===== src/hw/rtl/psi_extr_pkg.sv =====
// Shared types and constants for the PSI section entry extractor.
`timescale 1ns / 1ps
`default_nettype none

package psi_extr_pkg;

    localparam int MAX_PAYLOAD = 4096;
    localparam int POS_W       = $clog2(MAX_PAYLOAD);
    localparam logic [POS_W-1:0] POS_LIMIT = POS_W'(MAX_PAYLOAD - 1);

    localparam logic [7:0] TID_PAT = 8'h00;
    localparam logic [7:0] TID_PMT = 8'h02;
    localparam logic [7:0] TID_NIT = 8'h40;
    localparam logic [7:0] TID_SDT = 8'h42;

    localparam int QUEUE_DEPTH = 4;
    localparam int QPTR_W      = $clog2(QUEUE_DEPTH);

    typedef enum logic [2:0] {
        TK_IDLE = 3'd0,
        TK_PAT  = 3'd1,
        TK_PMT  = 3'd2,
        TK_NIT  = 3'd3,
        TK_SDT  = 3'd4,
        TK_BAD  = 3'd5
    } t_table_kind;

    typedef enum logic [3:0] {
        EK_PAT_NET     = 4'd0,
        EK_PAT_PROG    = 4'd1,
        EK_PMT_PCR     = 4'd2,
        EK_PMT_STREAM  = 4'd3,
        EK_NIT_TS      = 4'd4,
        EK_SDT_HEADER  = 4'd5,
        EK_SDT_SERVICE = 4'd6,
        EK_OK          = 4'd7,
        EK_BAD_ID      = 4'd8,
        EK_TRUNCATED   = 4'd9
    } t_entry_kind;

    typedef struct packed {
        t_entry_kind  entry_kind;
        logic [15:0]  section_key;
        logic [15:0]  id_value;
        logic [15:0]  second_value;
        logic [7:0]   stream_type;
        logic         eit_schedule;
        logic         eit_present_following;
        logic [2:0]   running_status;
        logic         scrambled;
        logic [11:0]  descriptor_length;
        logic         last_of_section;
    } t_result;

    // Offset at which the entry loop starts once the header is done.
    function automatic logic [3:0] loop_start(input t_table_kind kind);
        logic [3:0] v;
        case (kind)
            TK_PMT:  v = 4'd4;
            TK_NIT:  v = 4'd4;
            TK_SDT:  v = 4'd3;
            default: v = 4'd0;
        endcase
        return v;
    endfunction

endpackage

`default_nettype wire


===== src/hw/rtl/psi_section_entry_extractor.sv =====
// Top level of the PSI section entry extractor: byte parser and result queue.
//
// The slave channel takes one section payload byte per item, with the table id
// and table id extension in tdata, the first-byte mark in tuser and the
// last-byte mark in tlast. The table id on the first byte selects the PAT,
// PMT, NIT or SDT layout. The master channel gives one result per item: an
// entry when its last byte arrives, and a status result with tlast high on the
// last byte of the section. Descriptor loops are skipped by their length.
// Each accepted byte is parsed in the cycle it is accepted, and its results
// are written into a four-entry result queue that drives the master channel.
// One byte is taken every cycle while the queue holds two or fewer results; a
// last byte that also completes an entry puts two results into the queue at
// once. When the receiver stalls the queue fills and tready drops once three
// results are waiting. A synchronous active-low reset empties the queue and
// closes any open section; bytes that arrive with no section open are
// accepted and dropped without a result.
`timescale 1ns / 1ps
`default_nettype none

module psi_section_entry_extractor
    import psi_extr_pkg::*;
(
    input  wire logic        i_clk,
    input  wire logic        i_rst_n,
    input  wire logic        i_s_tvalid,
    output logic             o_s_tready,
    // From bit 0: payload_byte[7:0], table_id[15:8], table_id_ext[31:16].
    input  wire logic [31:0] i_s_tdata,
    // Bit 0: first_byte.
    input  wire logic        i_s_tuser,
    input  wire logic        i_s_tlast,
    output logic             o_m_tvalid,
    input  wire logic        i_m_tready,
    // From bit 0: section_key[15:0], id_value[31:16], second_value[47:32],
    // stream_type[55:48], eit_schedule[56], eit_present_following[57],
    // running_status[60:58], scrambled[61], descriptor_length[73:62], zeros.
    output logic [79:0]      o_m_tdata,
    // Bits 3:0: entry_kind.
    output logic [3:0]       o_m_tuser,
    output logic             o_m_tlast
);

    logic [POS_W-1:0] r_pos, n_pos;
    logic [3:0]       r_off, n_off;
    logic [11:0]      r_skip, n_skip;
    t_table_kind      r_kind, n_kind;
    logic [47:0]      r_cap, n_cap;
    logic [1:0]       r_err, n_err;

    t_result          r_q [QUEUE_DEPTH];
    logic [QPTR_W-1:0] r_wr, r_rd;
    logic [QPTR_W:0]  r_count;

    logic             s_acc, m_acc;
    logic [7:0]       in_byte, in_tid;
    logic [15:0]      in_key;
    logic             e_valid, st_valid;
    t_result          e_res, st_res;
    t_table_kind      kind_b;
    logic [POS_W-1:0] pos_b;
    logic [3:0]       off_b;
    logic [11:0]      skip_b;
    logic [47:0]      cap_b;
    logic [1:0]       err_b;
    logic [15:0]      w01;
    logic [11:0]      len4, len5, len6;

    assign in_byte = i_s_tdata[7:0];
    assign in_tid  = i_s_tdata[15:8];
    assign in_key  = i_s_tdata[31:16];

    assign o_s_tready = (r_count <= (QPTR_W+1)'(QUEUE_DEPTH - 2));
    assign s_acc      = i_s_tvalid && o_s_tready;
    assign o_m_tvalid = (r_count != '0);
    assign m_acc      = o_m_tvalid && i_m_tready;

    always_comb begin
        if (i_s_tuser) begin
            pos_b  = '0;
            off_b  = '0;
            skip_b = '0;
            cap_b  = '0;
            err_b  = '0;
            case (in_tid)
                TID_PAT: kind_b = TK_PAT;
                TID_PMT: kind_b = TK_PMT;
                TID_NIT: kind_b = TK_NIT;
                TID_SDT: kind_b = TK_SDT;
                default: kind_b = TK_BAD;
            endcase
        end else begin
            pos_b  = r_pos;
            off_b  = r_off;
            skip_b = r_skip;
            cap_b  = r_cap;
            err_b  = r_err;
            kind_b = r_kind;
        end
    end

    always_comb begin
        n_pos    = r_pos;
        n_off    = r_off;
        n_skip   = r_skip;
        n_kind   = r_kind;
        n_cap    = r_cap;
        n_err    = r_err;
        e_valid  = 1'b0;
        st_valid = 1'b0;
        e_res    = '0;
        st_res   = '0;
        w01      = '0;
        len4     = '0;
        len5     = '0;
        len6     = '0;

        if (s_acc && (kind_b != TK_IDLE)) begin
            n_kind = kind_b;
            n_off  = off_b;
            n_skip = skip_b;
            n_cap  = cap_b;
            n_err  = err_b;
            n_pos  = pos_b;
            if (err_b[1]) begin
                n_err[0] = 1'b1;
            end else if (pos_b >= POS_LIMIT) begin
                n_err[1] = 1'b1;
            end else begin
                n_pos = pos_b + POS_W'(1);
            end

            if (kind_b != TK_BAD) begin
                n_cap = {cap_b[39:0], in_byte};
                w01   = n_cap[15:0];
                len4  = {n_cap[11:8], n_cap[7:0]};
                len5  = {n_cap[11:8], n_cap[7:0]};
                len6  = {n_cap[11:8], n_cap[7:0]};
                e_res.section_key = in_key;
                if (skip_b != '0) begin
                    n_skip = skip_b - 12'd1;
                end else begin
                    n_off = off_b + 4'd1;
                    case (kind_b)
                        TK_PAT: begin
                            if (off_b >= 4'd3) begin
                                e_valid = 1'b1;
                                e_res.id_value = n_cap[31:16];
                                e_res.entry_kind = (n_cap[31:16] == 16'd0) ?
                                    EK_PAT_NET : EK_PAT_PROG;
                                e_res.second_value = {3'b000, n_cap[12:8], n_cap[7:0]};
                                n_off = 4'd0;
                            end
                        end
                        TK_PMT: begin
                            if (off_b == 4'd3) begin
                                e_valid = 1'b1;
                                e_res.entry_kind = EK_PMT_PCR;
                                e_res.id_value = in_key;
                                e_res.second_value = {3'b000, n_cap[28:24], n_cap[23:16]};
                                e_res.descriptor_length = len4;
                                n_skip = len4;
                                n_off  = 4'd4;
                            end else if (off_b >= 4'd8) begin
                                e_valid = 1'b1;
                                e_res.entry_kind = EK_PMT_STREAM;
                                e_res.id_value = in_key;
                                e_res.second_value = {3'b000, n_cap[28:24], n_cap[23:16]};
                                e_res.stream_type = n_cap[39:32];
                                e_res.descriptor_length = len5;
                                n_skip = len5;
                                n_off  = 4'd4;
                            end
                        end
                        TK_NIT: begin
                            if (off_b == 4'd1) begin
                                n_skip = {w01[11:8], w01[7:0]};
                                n_off  = 4'd2;
                            end else if (off_b >= 4'd9) begin
                                e_valid = 1'b1;
                                e_res.entry_kind = EK_NIT_TS;
                                e_res.id_value = n_cap[47:32];
                                e_res.second_value = n_cap[31:16];
                                e_res.descriptor_length = len6;
                                n_skip = len6;
                                n_off  = 4'd4;
                            end
                        end
                        TK_SDT: begin
                            if (off_b == 4'd1) begin
                                e_valid = 1'b1;
                                e_res.entry_kind = EK_SDT_HEADER;
                                e_res.id_value = in_key;
                                e_res.second_value = w01;
                                n_off = 4'd2;
                            end else if (off_b >= 4'd7) begin
                                e_valid = 1'b1;
                                e_res.entry_kind = EK_SDT_SERVICE;
                                e_res.id_value = n_cap[39:24];
                                e_res.eit_schedule = n_cap[17];
                                e_res.eit_present_following = n_cap[16];
                                e_res.running_status = n_cap[15:13];
                                e_res.scrambled = n_cap[12];
                                e_res.descriptor_length = len5;
                                n_skip = len5;
                                n_off  = 4'd3;
                            end
                        end
                        default: begin
                            n_off = off_b;
                        end
                    endcase
                end
            end

            if (i_s_tlast) begin
                st_valid = 1'b1;
                st_res.section_key = in_key;
                st_res.last_of_section = 1'b1;
                if (kind_b == TK_BAD) begin
                    st_res.entry_kind = EK_BAD_ID;
                end else if (n_err[0]) begin
                    st_res.entry_kind = EK_TRUNCATED;
                end else if ((n_skip != '0) || (n_off != loop_start(kind_b))) begin
                    st_res.entry_kind = EK_TRUNCATED;
                end else begin
                    st_res.entry_kind = EK_OK;
                end
                n_kind = TK_IDLE;
            end
        end
    end

    always_ff @(posedge i_clk) begin
        if (!i_rst_n) begin
            r_pos  <= '0;
            r_off  <= '0;
            r_skip <= '0;
            r_kind <= TK_IDLE;
            r_cap  <= '0;
            r_err  <= '0;
        end else begin
            r_pos  <= n_pos;
            r_off  <= n_off;
            r_skip <= n_skip;
            r_kind <= n_kind;
            r_cap  <= n_cap;
            r_err  <= n_err;
        end
    end

    always_ff @(posedge i_clk) begin
        if (e_valid) begin
            r_q[r_wr] <= e_res;
        end
        if (st_valid) begin
            r_q[r_wr + QPTR_W'(e_valid)] <= st_res;
        end
    end

    always_ff @(posedge i_clk) begin
        if (!i_rst_n) begin
            r_wr    <= '0;
            r_rd    <= '0;
            r_count <= '0;
        end else begin
            r_wr    <= r_wr + QPTR_W'(e_valid) + QPTR_W'(st_valid);
            r_rd    <= r_rd + QPTR_W'(m_acc);
            r_count <= r_count + (QPTR_W+1)'(e_valid) + (QPTR_W+1)'(st_valid)
                       - (QPTR_W+1)'(m_acc);
        end
    end

    t_result out_res;
    assign out_res   = r_q[r_rd];
    assign o_m_tuser = out_res.entry_kind;
    assign o_m_tlast = out_res.last_of_section;
    assign o_m_tdata = {6'd0,
                        out_res.descriptor_length,
                        out_res.scrambled,
                        out_res.running_status,
                        out_res.eit_present_following,
                        out_res.eit_schedule,
                        out_res.stream_type,
                        out_res.second_value,
                        out_res.id_value,
                        out_res.section_key};

    a_queue_bound: assert property (@(posedge i_clk) disable iff (!i_rst_n)
        r_count <= (QPTR_W+1)'(QUEUE_DEPTH))
        else $error("Result queue holds more items than its depth.");

    a_ready_room: assert property (@(posedge i_clk) disable iff (!i_rst_n)
        !o_s_tready |-> (r_count >= (QPTR_W+1)'(QUEUE_DEPTH - 1)))
        else $error("Input stalled while the result queue has room for two items.");

    a_close_section: assert property (@(posedge i_clk) disable iff (!i_rst_n)
        (s_acc && i_s_tlast) |=> (r_kind == TK_IDLE))
        else $error("Section still open after its last byte.");

    a_status_one_item: assert property (@(posedge i_clk) disable iff (!i_rst_n)
        (s_acc && i_s_tlast && (kind_b != TK_IDLE)) |=> (r_count != '0))
        else $error("Last byte of a section left no status item in the queue.");

    a_err_order: assert property (@(posedge i_clk) disable iff (!i_rst_n)
        r_err[0] |-> r_err[1])
        else $error("Overlength flagged before the payload limit was reached.");

endmodule

`default_nettype wire

===== config.mk =====
export PLATFORM = sky130hd
export DESIGN_NAME = psi_section_entry_extractor
export DESIGN_NICKNAME = d
export VERILOG_FILES = /design/src/hw/rtl/psi_extr_pkg.sv /design/src/hw/rtl/psi_section_entry_extractor.sv
export SDC_FILE = /design/constraint.sdc
export NUM_CORES = 1
export LEC_CHECK = 0
export ABC_CLOCK_PERIOD_IN_PS = 8050
export BUFFER_PORTS_ARGS = -buffer_cell sky130_fd_sc_hd__buf_4
export CAP_MARGIN = 20
export CORE_MARGIN = 4
export CORE_UTILIZATION = 25
export DETAILED_ROUTE_END_ITERATION = 7
export HOLD_SLACK_MARGIN = 0.06
export PLACE_DENSITY = 0.49
export SLEW_MARGIN = 30
export SYNTH_ARGS = -nofsm -noshare
export SYNTH_HDL_FRONTEND = slang
export SYNTH_SLANG_ARGS = --single-unit
export TNS_END_PERCENT = 5

===== constraint.sdc =====
create_clock -name i_clk -period 8.05 [get_ports i_clk]
set_input_delay 0 -clock i_clk [delete_from_list [all_inputs] [get_ports i_clk]]
set_output_delay 0 -clock i_clk [all_outputs]
set_load 0.01 [all_outputs]

# == Word-level counts from Yosys, hierarchy flattened ==
# Memory sizes are Yosys's and may differ from the RTL's. A register that Yosys moved wholly into a read port is not among the register bits.
# Cells that the tools add are included.
# Widths: inputs -> output; s select.
# classes
n_addsub,9
magnitude_cmp,6
n_eq_ne,12
mux,96
n_reduce_logical,11
# ops
op,n
$mux 12,17
$mux 78,2
$mux 32,4
$pmux 32 s4,1
$mux 40,3
$mux 4,21
$pmux 12 s3,2
$mux 58,1
$mux 16,3
$mux 20,2
$mux 18,2
$pmux 4 s4,2
$reduce_bool 12->1,2
$mux 1,22
$eq 8x7->1 const B,2
$logic_not 16->1,1
$mux 8,2
$mux 3,5
$add 12x1->12 const B,1
$ge 12x12->1 const B,1
$pmux 3 s4,1
$sub 12x1->12 const B,1
$eq 8x2->1 const B,1
$ge 4x4->1 const B,2
23 further kinds,33
# totals
regBits,80
mem_bits_rw,316
input_bits,38
out_inout_bits,87
n_memories,1
# memory_table
name,depth,word_bits,read_ports,rd_clocked_by_memory_dff,wr,line,text
r_q,4,79,1,1,2,psi_section_entry_extractor.sv:50,t_result r_q [QUEUE_DEPTH];

# == Longest topological paths before layout ==
# depth
word_depth,17
depth_mapped,23
mapped_depth_nobuf,15

# == Worst setup path before layout ==
# Ideal clock, no wire load.
# synth_path
path_kind,input-to-reg
from,in i_s_tuser
to,mem r_q[3][0] (netlist bit) (enable)
setup_ns,0.345
arrival_time_ns,4.404
path_slack_ns,3.302
stages,21
path_cell_list,buf_2 buf_2 buf_2 inv_1 clkbuf_1 nand2_1 ha_1 clkbuf_1 or3b_2 nand3_1 a21oi_1 or2_1 buf_6 o31a_4 ha_1 xor2_1 nand3_1 inv_1 a31oi_1 clkbuf_1 inv_1
# synth_rtl
element,line,text
"start, declared",psi_section_entry_extractor.sv:30,"input wire logic i_s_tuser,"
"end, declared",psi_section_entry_extractor.sv:50,

==> impl_results.md <==
* Area taken by multi-input logic gates at around 9100 um2
* Yosys reg bits at just under 400
* Io pins at 125
* Leakage power at roughly 7.6 nW
* CP Data Arrival Time at 5.85 ns
* Tot Pwr at approximately 5.5 mW
* Maximum clock insertion buffer count at 3
* Switch share at a little under a third
* WL final at around 64000 um
* Port bufs at between 100 and 150
* Antenna Cells at 0
* Seq pwr share at ~40%
* Area of the core at about 73000 um2
* Top cell type's share of synthesized area at roughly a third
* DR DRC count at 0
* Worst Setup Path Type: reg -> reg
* Most frequent cells in the layout: dfxtp_1 (310), o21ai_0 (227), nand3_1 (216)
* Hold WC Path Type: in -> reg
* Post-Syn Area at between 15000 and 20000 um2
* CTS clk-pin slew, worst paths at approximately 0.060 ns
* Worst slew pin tran at 0.990 ns
* Post-cts sizing count at 0
* Syn Area/Cell at around 9.4 um2
* Final setup viols at 0
* GRT Overall Usage at about 16%
* GPL Wtd Cong at between 0.8 and 0.9
* Post-Route Skew at approximately 0.033 ns
* Mapped Cells at 1984
* Share of flip-flops with an asynchronous set or reset at 0%
* Area Overhead vs Synth at 19.6%
* DR iter-0 viols at ~1300
* Post-layout minimum cycle time at around 5.7 ns
* Sequential area share after synthesis at 47.0%
* Critical Path End Type: register
* H-tree Lvls at 2
* DP Worst Slack at 1.85 ns
* Maximum VDD drop at around 0.00014 V
* Antenna-violating nets left at 0
* # fillers at between 7000 and 8000
* Vias at 15800
* HPWL after detailed placement at 42200 um
* CTS buffer count at 44
* Crit-path max FO at 26
* Vias per cell at 5.18
* Commonest non-fill, non-tap cell in the layout: dfxtp_1
* Clock Latency Late Sink at about 0.6 ns
* Die area at just under 80000 um2
* Post-route non-filler standard cell count at just over 3000
* Dpl cells at just under 3000
* Initial Utilization at between 20 and 30%
* PD cells at between 200 and 250 nW/um2
* Worst path required time at 8.24 ns
* Vias in the first global route at roughly 16000
* Yosys top cell by area: dfxtp_1
* Largest cells by area after synthesis: dfxtp_1 (33%), edfxtp_1 (14%), mux4_2 (9.5%)
* Row cnt at slightly below 100
* Clk root buf: clkbuf_16
* Synth Warn # at 0
* Total grt overflow at 0
* Slack of the critical path at around 2.4 ns
* Outcome: finished, final reports clean
* Setup TNS at 0 ns
* Drt wl/cell at between 20 and 25 um
* Switch Pwr at 1.72 mW
* Critical path launch point type: register
* Count of cell types in the netlist at slightly above 80
* Final core occ at 30.4%
* Final net count at between 2000 and 2500
* Clock share of power at 37.9%
* Die X at approximately 280 um
* Final period util at a little over two thirds
* Slew headroom at between 30% and 40%
* DIE HEIGHT at 281 um
* Largest net degree at the start of global routing at 120
* Share of cells above drive strength 1 at around 17%
* CTS sink count at slightly below 400
* Hold Violations, Final at 0
* Register area at between 8000 and 9000 um2
* Maxcap violations at 0
* Comb pwr share at 22.4%
* Initial antenna violation count at 0
* Pint at roughly 3.8 mW
* Global-route wire length before repair at just under 100000 um
* TritonRoute pass-1 iters at 7
* TritonCTS clock tree: built
* RSZ-0062 raised after global routing: false
* Fmax at approximately 0.18 GHz
* Final slew viol count at 0
* Post-synth EDFFs at 84
* Main flop type after synthesis: dfxtp_1
-- flip-flops by register name, indices dropped and copies added, names as in the netlist --
signal,cells
r_rd,2
r_q,316
r_count,3
r_kind,3
r_wr,2
r_off,4
r_cap,40
r_skip,12
r_err,2
r_pos,12
-- per-stage QoR --
step,instance area [um2],hold WS [ns]
floorplan,18700,0.114
global placement,20400,0.325
detailed placement,20500,0.330
CTS,22300,0.0758
global route,22300,0.163
finish,22300,0.102
-- cells by family after synthesis --
group | Yosys count | share of synthesized area (%)
AOI/OAI and AO/OA | 533 | 17.5
DFF | 396 | 47.0
other | 1 | 0.0201
xor gates and xnor gates | 9 | 0.422
muxes | 98 | 10.6
and+or+nand+nor | 733 | 19.0
adders and majority gates | 12 | 0.885
buffers and inverters | 202 | 4.59
-- per-layer routing --
metal  up-vias  global-route usage [%]  wire (um)
met5         -                       0          0
met1      7735                    21.4      28200
li1       7434                       -          -
met2       530                    27.2      31000
met4         0                    4.11       1480
met3       101                    2.21       3320
-- cells in the mapped netlist (all sizes together) (7+ instances only) --
cell type	instances
a22oi	61
or2	9
o22ai	11
mux2i	14
o21a	11
nand2b	7
and2	22
nor4	12
nor2b	61
a211oi	12
o21ai	238
nor2	190
a22o	24
buf	60
nand4	16
nand3	218
dfxtp	312
mux4	79
edfxtp	84
inv	30
nor3	25
nand2	139
clkbuf	112
a21oi	104
a31oi	9
a222oi	8
ha	10
-- repair_timing --
| item | CTS | global route |
|---|---|---|
| buffers inserted | 0 | 0 |
| endpoints found under the hold margin | 160 | 0 |
| hold buffers | 28 | 0 |
-- path summary, 6_finish.rpt --
path | startpoint | end | slack [ns] | cells after the start
max reg2reg | r_off[0]$_SDFFE_PN0P_ | r_q[3][67]$_DFFE_PP_ | 2.38 | 16
min | i_s_tuser | r_err[0]$_SDFFE_PN0P_ | 0.10 | 2
min reg2reg | r_q[1][25]$_SDFFE_PN0P_ | r_q[1][25]$_SDFFE_PN0P_ | 0.45 | 2
max | r_off[0]$_SDFFE_PN0P_ | r_q[3][67]$_DFFE_PP_ | 2.38 | 16
-- layout make-up --
cell class	count	share of cell area [%]
clock buffer	60	5.52
clock inverter	21	1.31
inverter	30	0.504
multi-input combinational	1391	41.0
sequential	396	39.3
tap	959	5.38
timing repair buffer	192	7.02
-- worst max-delay path, cell delays in order (launching register included) --
cell	delay, ns
dfxtp_1	0.31
nand2b_1	0.21
inv_1	0.11
ha_1	0.32
or3b_2	0.53
nand3_1	0.13
a21oi_2	0.04
buf_4	0.23
or2_1	0.39
o31a_4	0.36
ha_1	0.23
xor2_1	0.49
nand3_2	0.66
inv_1	0.30
a31oi_1	0.06
buf_4	0.22
inv_1	0.68
-- power groups by stage --
stage / clock network [mW] / registers (mW) / logic [mW]
after global placement: 0 / 2.24 / 1.22
after detailed placement: 0 / 2.24 / 1.23
after global routing: 2.24 / 2.21 / 1.36
after CTS: 2.16 / 2.20 / 1.25
final: 2.11 / 2.20 / 1.24
after floorplan: 0 / 2.17 / 0.831
No activity file was read; power rests on OpenSTA's default activity.
